**src/design/mmcq_pkg.sv**
```systemverilog
// Types, codes and helper functions shared by the mouse motion credit queue.
package mmcq_pkg;

  localparam logic [1:0] MODE_MOTION  = 2'd0;
  localparam logic [1:0] MODE_ACK     = 2'd1;
  localparam logic [1:0] MODE_PRESS   = 2'd2;
  localparam logic [1:0] MODE_RELEASE = 2'd3;

  localparam logic [1:0] MSG_MOTION  = 2'd0;
  localparam logic [1:0] MSG_PRESS   = 2'd1;
  localparam logic [1:0] MSG_RELEASE = 2'd2;
  localparam logic [1:0] MSG_DROP    = 2'd3;

  localparam logic [3:0] BTN_LEFT   = 4'd1;
  localparam logic [3:0] BTN_MIDDLE = 4'd2;
  localparam logic [3:0] BTN_RIGHT  = 4'd3;

  localparam logic [3:0] BURST_RESET = 4'd4;
  localparam logic [3:0] MAX_BURST   = 4'd8;

  typedef struct packed {
    logic [1:0]         mode;
    logic signed [15:0] delta_x;
    logic signed [15:0] delta_y;
    logic [3:0]         button_id;
  } in_item_t;

  typedef struct packed {
    logic [1:0]         msg_kind;
    logic signed [15:0] out_dx;
    logic signed [15:0] out_dy;
    logic [3:0]         out_button;
    logic [2:0]         out_mask;
    logic               last;
  } out_item_t;

  typedef struct packed {
    logic signed [15:0] dx;
    logic signed [15:0] dy;
    logic [2:0]         mask;
  } ring_entry_t;

  typedef enum logic [1:0] {
    ST_IDLE,
    ST_EMIT,
    ST_READ,
    ST_LOAD
  } state_t;

  typedef struct packed {
    logic accept;
    logic load_pend;
    logic rd_issue;
    logic load_rd;
  } cmd_t;

  typedef struct packed {
    logic emit;
    logic drain;
    logic out_free;
    logic cnt_zero;
  } status_t;

  function automatic logic [2:0] button_bit(input logic [3:0] id);
    logic [2:0] b;
    b = 3'b000;
    if (id == BTN_LEFT) b = 3'b001;
    if (id == BTN_MIDDLE) b = 3'b010;
    if (id == BTN_RIGHT) b = 3'b100;
    return b;
  endfunction

  function automatic logic [3:0] effective_limit(input logic [3:0] lim);
    logic [3:0] e;
    e = lim;
    if (lim == 4'd0) e = 4'd1;
    if (lim > MAX_BURST) e = MAX_BURST;
    return e;
  endfunction

endpackage

```
**src/design/mmcq_ctrl.sv**
```systemverilog
// Controller state machine: accept, single-result emit and ring drain sequencing.
module mmcq_ctrl
  import mmcq_pkg::*;
(
  input  logic    clk,
  input  logic    rst_n,
  input  logic    in_valid,
  output logic    in_stall,
  input  status_t status,
  output cmd_t    cmd
);

  state_t state_r;
  state_t state_nxt;

  always_ff @(posedge clk) begin
    if (!rst_n) begin
      state_r <= ST_IDLE;
    end else begin
      state_r <= state_nxt;
    end
  end

  always_comb begin
    state_nxt = state_r;
    unique case (state_r)
      ST_IDLE: begin
        if (in_valid) begin
          if (status.emit) begin
            state_nxt = ST_EMIT;
          end else if (status.drain) begin
            state_nxt = ST_READ;
          end
        end
      end
      ST_EMIT: begin
        if (status.out_free) state_nxt = ST_IDLE;
      end
      ST_READ: begin
        state_nxt = ST_LOAD;
      end
      ST_LOAD: begin
        if (status.out_free) begin
          state_nxt = status.cnt_zero ? ST_IDLE : ST_READ;
        end
      end
      default: state_nxt = ST_IDLE;
    endcase
  end

  always_comb begin
    in_stall = 1'b1;
    cmd = '0;
    unique case (state_r)
      ST_IDLE: begin
        in_stall = 1'b0;
        cmd.accept = in_valid;
      end
      ST_EMIT: cmd.load_pend = status.out_free;
      ST_READ: cmd.rd_issue = 1'b1;
      ST_LOAD: cmd.load_rd = status.out_free;
      default: cmd = '0;
    endcase
  end

endmodule

```
**src/design/mmcq_datapath.sv**
```systemverilog
// Datapath: ring buffer, credit and fill counters, button mask and output register.
module mmcq_datapath
  import mmcq_pkg::*;
#(
  parameter int RING_DEPTH = 64
) (
  input  logic      clk,
  input  logic      rst_n,
  input  in_item_t  in_data,
  input  logic      cfg_we,
  input  logic [3:0] cfg_wdata,
  input  logic      out_stall,
  input  cmd_t      cmd,
  output status_t   status,
  output logic      out_valid,
  output out_item_t out_data
);

  localparam int IDX_W  = $clog2(RING_DEPTH);
  localparam int FILL_W = $clog2(RING_DEPTH + 1);
  localparam int CMP_W  = (FILL_W > 4) ? FILL_W : 4;

  ring_entry_t ring [RING_DEPTH];

  logic [3:0]       burst_r, burst_nxt;
  logic [IDX_W-1:0] rd_idx_r, rd_idx_nxt;
  logic [IDX_W-1:0] wr_idx_r, wr_idx_nxt;
  logic [FILL_W-1:0] fill_r, fill_nxt;
  logic [3:0]       outst_r, outst_nxt;
  logic [2:0]       held_r, held_nxt;
  logic [3:0]       cnt_r, cnt_nxt;
  out_item_t        pend_r, pend_nxt;
  out_item_t        out_r, out_nxt;
  logic             out_valid_r, out_valid_nxt;
  ring_entry_t      rd_data_r;
  ring_entry_t      wr_entry;

  logic [3:0]       lim;
  logic             busy;
  logic             full;
  logic             ring_we;
  logic [CMP_W-1:0] fill_cmp;
  logic [CMP_W-1:0] lim_cmp;
  logic [3:0]       sent;

  assign lim      = effective_limit(burst_r);
  assign busy     = outst_r >= lim;
  assign full     = fill_r == FILL_W'(RING_DEPTH);
  assign fill_cmp = CMP_W'(fill_r);
  assign lim_cmp  = CMP_W'(lim);
  assign sent     = (fill_cmp < lim_cmp) ? 4'(fill_cmp) : lim;
  assign ring_we  = cmd.accept && (in_data.mode == MODE_MOTION) && busy && !full;

  assign wr_entry.dx   = in_data.delta_x;
  assign wr_entry.dy   = in_data.delta_y;
  assign wr_entry.mask = held_r;

  assign status.emit     = !((in_data.mode == MODE_ACK) ||
                             ((in_data.mode == MODE_MOTION) && busy && !full));
  assign status.drain    = (in_data.mode == MODE_ACK) && (sent != 4'd0);
  assign status.out_free = !out_valid_r || !out_stall;
  assign status.cnt_zero = cnt_r == 4'd0;

  assign out_valid = out_valid_r;
  assign out_data  = out_r;

  always_comb begin
    burst_nxt     = cfg_we ? cfg_wdata : burst_r;
    rd_idx_nxt    = rd_idx_r;
    wr_idx_nxt    = wr_idx_r;
    fill_nxt      = fill_r;
    outst_nxt     = outst_r;
    held_nxt      = held_r;
    cnt_nxt       = cnt_r;
    pend_nxt      = pend_r;
    out_nxt       = out_r;
    out_valid_nxt = out_valid_r && out_stall;

    if (cmd.accept) begin
      pend_nxt            = '0;
      pend_nxt.last       = 1'b1;
      pend_nxt.out_mask   = held_r;
      case (in_data.mode)
        MODE_MOTION: begin
          if (!busy) begin
            outst_nxt          = outst_r + 4'd1;
            pend_nxt.msg_kind  = MSG_MOTION;
            pend_nxt.out_dx    = in_data.delta_x;
            pend_nxt.out_dy    = in_data.delta_y;
          end else if (full) begin
            pend_nxt.msg_kind  = MSG_DROP;
          end else begin
            wr_idx_nxt = (wr_idx_r == IDX_W'(RING_DEPTH - 1)) ? '0 : wr_idx_r + IDX_W'(1);
            fill_nxt   = fill_r + FILL_W'(1);
          end
        end
        MODE_ACK: begin
          outst_nxt = sent;
          cnt_nxt   = sent;
        end
        MODE_PRESS: begin
          held_nxt            = held_r | button_bit(in_data.button_id);
          pend_nxt.msg_kind   = MSG_PRESS;
          pend_nxt.out_button = in_data.button_id;
          pend_nxt.out_mask   = held_nxt;
        end
        default: begin
          held_nxt            = held_r & ~button_bit(in_data.button_id);
          pend_nxt.msg_kind   = MSG_RELEASE;
          pend_nxt.out_button = in_data.button_id;
          pend_nxt.out_mask   = held_nxt;
        end
      endcase
    end

    if (cmd.rd_issue) begin
      rd_idx_nxt = (rd_idx_r == IDX_W'(RING_DEPTH - 1)) ? '0 : rd_idx_r + IDX_W'(1);
      fill_nxt   = fill_r - FILL_W'(1);
      cnt_nxt    = cnt_r - 4'd1;
    end

    if (cmd.load_pend) begin
      out_nxt       = pend_r;
      out_valid_nxt = 1'b1;
    end

    if (cmd.load_rd) begin
      out_nxt.msg_kind   = MSG_MOTION;
      out_nxt.out_dx     = rd_data_r.dx;
      out_nxt.out_dy     = rd_data_r.dy;
      out_nxt.out_button = 4'd0;
      out_nxt.out_mask   = rd_data_r.mask;
      out_nxt.last       = status.cnt_zero;
      out_valid_nxt      = 1'b1;
    end
  end

  always_ff @(posedge clk) begin
    if (!rst_n) begin
      burst_r     <= BURST_RESET;
      rd_idx_r    <= '0;
      wr_idx_r    <= '0;
      fill_r      <= '0;
      outst_r     <= '0;
      held_r      <= '0;
      cnt_r       <= '0;
      out_valid_r <= 1'b0;
    end else begin
      burst_r     <= burst_nxt;
      rd_idx_r    <= rd_idx_nxt;
      wr_idx_r    <= wr_idx_nxt;
      fill_r      <= fill_nxt;
      outst_r     <= outst_nxt;
      held_r      <= held_nxt;
      cnt_r       <= cnt_nxt;
      out_valid_r <= out_valid_nxt;
    end
  end

  always_ff @(posedge clk) begin
    pend_r <= pend_nxt;
    out_r  <= out_nxt;
  end

  always_ff @(posedge clk) begin
    if (ring_we) begin
      ring[wr_idx_r] <= wr_entry;
    end
  end

  always_ff @(posedge clk) begin
    if (cmd.rd_issue) begin
      rd_data_r <= ring[rd_idx_r];
    end
  end

endmodule

```
**src/design/mouse_motion_credit_queue.sv**
```systemverilog
// Top level of the mouse motion credit queue: controller plus datapath.
// Motion, press, release and drop items: the result passes from the pending register to the
// output register in the emit state; the next item is accepted only after that output load.
// Acknowledge items: one ring memory read and one output load per drained entry, in the
// read and load states; the single ring read port drains the entries one at a time.
// Reset clears control, counters, button mask and sets burst limit to 4; ring data is not cleared.
module mouse_motion_credit_queue
  import mmcq_pkg::*;
#(
  parameter int RING_DEPTH = 64
) (
  input  logic       clk,
  input  logic       rst_n,
  input  logic       in_valid,
  output logic       in_stall,
  input  in_item_t   in_data,
  output logic       out_valid,
  input  logic       out_stall,
  output out_item_t  out_data,
  input  logic       cfg_we,
  input  logic [3:0] cfg_wdata
);

  cmd_t    cmd;
  status_t status;

  mmcq_ctrl u_ctrl (
    .clk      (clk),
    .rst_n    (rst_n),
    .in_valid (in_valid),
    .in_stall (in_stall),
    .status   (status),
    .cmd      (cmd)
  );

  mmcq_datapath #(
    .RING_DEPTH (RING_DEPTH)
  ) u_datapath (
    .clk       (clk),
    .rst_n     (rst_n),
    .in_data   (in_data),
    .cfg_we    (cfg_we),
    .cfg_wdata (cfg_wdata),
    .out_stall (out_stall),
    .cmd       (cmd),
    .status    (status),
    .out_valid (out_valid),
    .out_data  (out_data)
  );

endmodule

```
**config.mk**
```make
export PLATFORM = sky130hd
export DESIGN_NAME = mouse_motion_credit_queue
export DESIGN_NICKNAME = d
export VERILOG_FILES = /design/src/design/mmcq_pkg.sv /design/src/design/mmcq_ctrl.sv /design/src/design/mmcq_datapath.sv /design/src/design/mouse_motion_credit_queue.sv
export SDC_FILE = /design/constraint.sdc
export NUM_CORES = 2
export LEC_CHECK = 0
export BUFFER_PORTS_ARGS = -buffer_cell sky130_fd_sc_hd__buf_2
export CORE_UTILIZATION = 60
export CTS_CLUSTER_DIAMETER = 150
export DETAILED_ROUTE_END_ITERATION = 8
export GPL_ROUTABILITY_DRIVEN = 0
export PLACE_DENSITY = 0.85
export SETUP_SLACK_MARGIN = 0.05
export SYNTH_ARGS = -nofsm -noshare
export SYNTH_HDL_FRONTEND = slang
export SYNTH_SLANG_ARGS = --single-unit
```
**constraint.sdc**
```tcl
create_clock -name clk -period 5.63 [get_ports clk]
set_clock_uncertainty 0.05 [all_clocks]
set_input_delay 1.126 -clock clk [delete_from_list [all_inputs] [get_ports clk]]
set_output_delay 1.126 -clock clk [all_outputs]
set_load 0.03 [all_outputs]
```
==> impl_metrics.py <==
metrics = {
    "route": {
        "ant_nets": 0,
        "remaining_drc_errors": 0,
        "wl_per_cell_um": 40.9,
        "dr.pass1.iters": 8,
        "dr_total_vias": 49600,
        "routed_via_density": 7.62,
        "drt_iter0_drc": 9974,
        "drt_wl_total_um": 267000,
    },
    "power_and_ir_drop": {
        "powerDensity_nw_per_um2": 352,
        "power_frac_clock": 0.424,
        "p_int_mw": 28.3,
        "p_seq_frac": 0.545,
        "peakVddDrop_v": 0.000396,
        "combPwrFrac": 0.030,
        "p_leak_nw": 31.4,
        "swShare": 0.215,
        "switching_power_mw": 7.75,
    },
    "logic_synthesis": {
        "yosys.area.top_type": "edfxtp_1",
        "yosysWarnings": 0,
        "synth_nets": 4133,
        "synth_seq_cells": 2395,
        "async_reset_ff_frac": 0,
        "synthTopCellsByCount": "2352 x edfxtp_1, 575 x mux4_2, 179 x nor2_1",
        "synthFlopType": "edfxtp_1",
        "synth.area.top_cells": "edfxtp_1 77%, mux4_2 14%, dfxtp_1 0.94%",
        "synth-simple-area-share": 0.0180,
        "syn_area_um2": 91500,
        "synth_seq_area_share": 0.782,
        "synth_most_common_cell": "edfxtp_1",
        "synthCells": 4065,
        "synth_edf_count": 2352,
        "synth_mux_area_frac": 0.154,
        "synth_compound_gate_area_share": 0.0287,
        "syn_avg_cell_area_um2": 22.5,
        "synth_top_area_frac": 0.772,
        "synth_top_family_by_area": "multiplexers",
        "synthAdderAreaFrac": 0.00295,
        "ys_types": 60,
        "yosys.area_share.xor_xnor": 0.000862,
    },
    "timing": {
        "hold_viol_final": 0,
        "finalMaxSlewViolations": 0,
        "finalSetupViolations": 0,
        "min_period_ns": 4.18,
        "timing.final.crit_share": 0.743,
        "fmax_ghz": 0.239,
        "finalSetupTns_ns": 0,
        "relSlewSlack": 0.139,
        "tightestPinTransition_ns": 1.29,
        "rsz0062_at_grt": "no",
    },
    "cts": {
        "clk_pin_slew_ns": 0.06,
        "cts_max_path_buffers": 3,
        "post_cts_buffers": 0,
        "worstSkewPairLatency_ns": 0.90,
        "cts_tree": "yes",
        "cts-buffers-inserted": 217,
        "clock_sinks": 2395,
        "root_buffer": "clkbuf_16",
        "holdBufCountCts": 0,
        "cts_resized": 0,
        "htree_levels": 4,
    },
    "setup_path": {
        "startpoint_type": "flip-flop",
        "path_cells": "inv_1 > nand2_1 > ha_1 > o21a_1 > nor2_1 > and4bb_1 > and2_1 > nand3_1 > nor2_4 > buf_12",
        "critical_path_class": "reg2reg",
        "critPathMaxFanout": 24,
        "endpoint_kind": "flip-flop",
        "cp_slowest_cell": "nand3_1",
        "cp.arrival_ns": 4.69,
        "crit_path_max_incr_delay_ns": 0.80,
        "crit_required_ns": 6.14,
    },
    "layout": {
        "nFillCells": 8000,
        "layout.area.seq_um2": 71500,
        "final_layout_size_suffix_gt1_frac": 0.285,
        "nets": 4386,
        "fin_util": 0.681,
        "area_growth_pct": 12.0,
        "multi_input_area_um2": 19200,
    },
    "die": {
        "die_y_um": 392,
        "die_area_um2": 154000,
        "start_util": 0.608,
        "fp.dieW_um": 392,
        "ios": 91,
        "core_area_um2": 150000,
        "rows": 142,
    },
    "global_routing": {
        "first_global_vias": 48200,
        "antenna_found_initial": 8,
        "grtUsageTotal": 0.352,
        "grt-ovfl-total": 0,
        "grt_pass1_wl_um": 374000,
        "grt_max_degree": 103,
    },
    "run_status": {
        "status": "completed",
    },
    "min_path": {
        "hold_class": "reg2reg",
    },
    "placement": {
        "place_hpwl_um": 135000,
        "io_buffers": 90,
    },
    "flow_run": {
        "maxCapViolCount": 0,
    },
}
-- worst paths after layout --
check,startpoint,end,slack (ns),cells past startpoint
setup / recovery,u_datapath.burst_r[3],u_datapath.ring[48][31],1.45,10
hold / removal,u_datapath.out_data[4],u_datapath.out_data[4],0.40,2
setup reg to reg,u_datapath.burst_r[3],u_datapath.ring[48][31],1.45,10
hold reg to reg,u_datapath.out_data[4],u_datapath.out_data[4],0.40,2
-- power groups by stage --
stage | clock network [mW] | registers [mW] | logic (mW)
floorplan | 0 | 20.1 | 0.466
global placement | 0 | 20.1 | 1.01
detailed placement | 0 | 20.1 | 1.05
CTS | 15.2 | 19.7 | 1.08
global route | 15.8 | 19.7 | 1.13
finish | 15.3 | 19.7 | 1.10
-- placed cells by master, fill, tap and decap left out, types with 34 or more instances in the layout --
cell,n
a22oi_1,101
clkinv_1,39
buf_2,89
and2_1,34
a221oi_1,52
buf_4,148
nor2_4,66
a21oi_1,65
nor2_1,121
nand2_1,39
clkbuf_1,44
a22o_1,47
dfxtp_1,34
clkbuf_16,218
mux2_2,39
mux2i_1,74
mux4_2,575
edfxtp_1,2352
-- cell families (layout without fill, tap and decap cells) --
| kind of cell | count (synthesis) | count (layout) |
|---|---|---|
| other cells | 0 | 3 |
| fa+ha+maj | 21 | 21 |
| buf+inv | 247 | 676 |
| simple gates | 348 | 348 |
| flops | 2395 | 2395 |
| mux | 688 | 688 |
| xor+xnor | 9 | 9 |
| compound gates | 357 | 357 |
-- critical path, delay by kind of cell (launching register included) --
kind                     cells  cell delay (ns)
AO/OA/AOI/OAI                1             0.11
buffers and inverters        2             0.42
AND/OR/NAND/NOR              6             2.64
flip-flops                   1             0.34
adder cells (fa/ha/maj)      1             0.29
-- through the flow --
| step | cell area, um^2 | power (mW) | hold slack, ns | setup WS [ns] | std cells |
|---|---|---|---|---|---|
| after floorplan | 91500 | 20.6 | 0.412 | 1.24 | 4065 |
| after global placement | 95400 | 21.1 | 0.379 | 1.08 | 6115 |
| after detailed placement | 95400 | 21.1 | 0.397 | 0.905 | 6115 |
| after CTS | 102000 | 36.0 | 0.412 | 1.51 | 6510 |
| after global routing | 102000 | 36.6 | 0.436 | 1.40 | 6510 |
| final | 102000 | 36.1 | 0.402 | 1.45 | 6513 |
-- area by class of cell --
| class | count | share of cell area |
|---|---|---|
| multi-input cells | 1423 | 0.188 |
| repair buffers | 259 | 0.0195 |
| flip-flops and latches | 2395 | 0.698 |
| clock inverters | 133 | 0.0147 |
| inverters | 22 | 0.000806 |
| well taps | 2016 | 0.0246 |
| clock buffers | 262 | 0.0548 |
| diodes | 3 | 0.0000733 |
-- state kept, by name, summed over array words and instances (netlist names), named ones only --
register and flops:
u_ctrl.state_r 2, u_datapath.burst_r 4, u_datapath.cnt_r 4, u_datapath.fill_cmp 7, u_datapath.out_data 42, u_datapath.out_valid 1
u_datapath.outst_r 4, u_datapath.pend_r 41, u_datapath.rd_data_r 35, u_datapath.rd_idx_r 6, u_datapath.ring 2240, u_datapath.wr_idx_r 6
-- routing by layer --
metal	track usage	wire, um
met1	0.462	83100
met2	0.549	126000
met3	0.0807	38200
met4	0.202	19300
met5	0	26
Power figures use the tool's default switching activity.
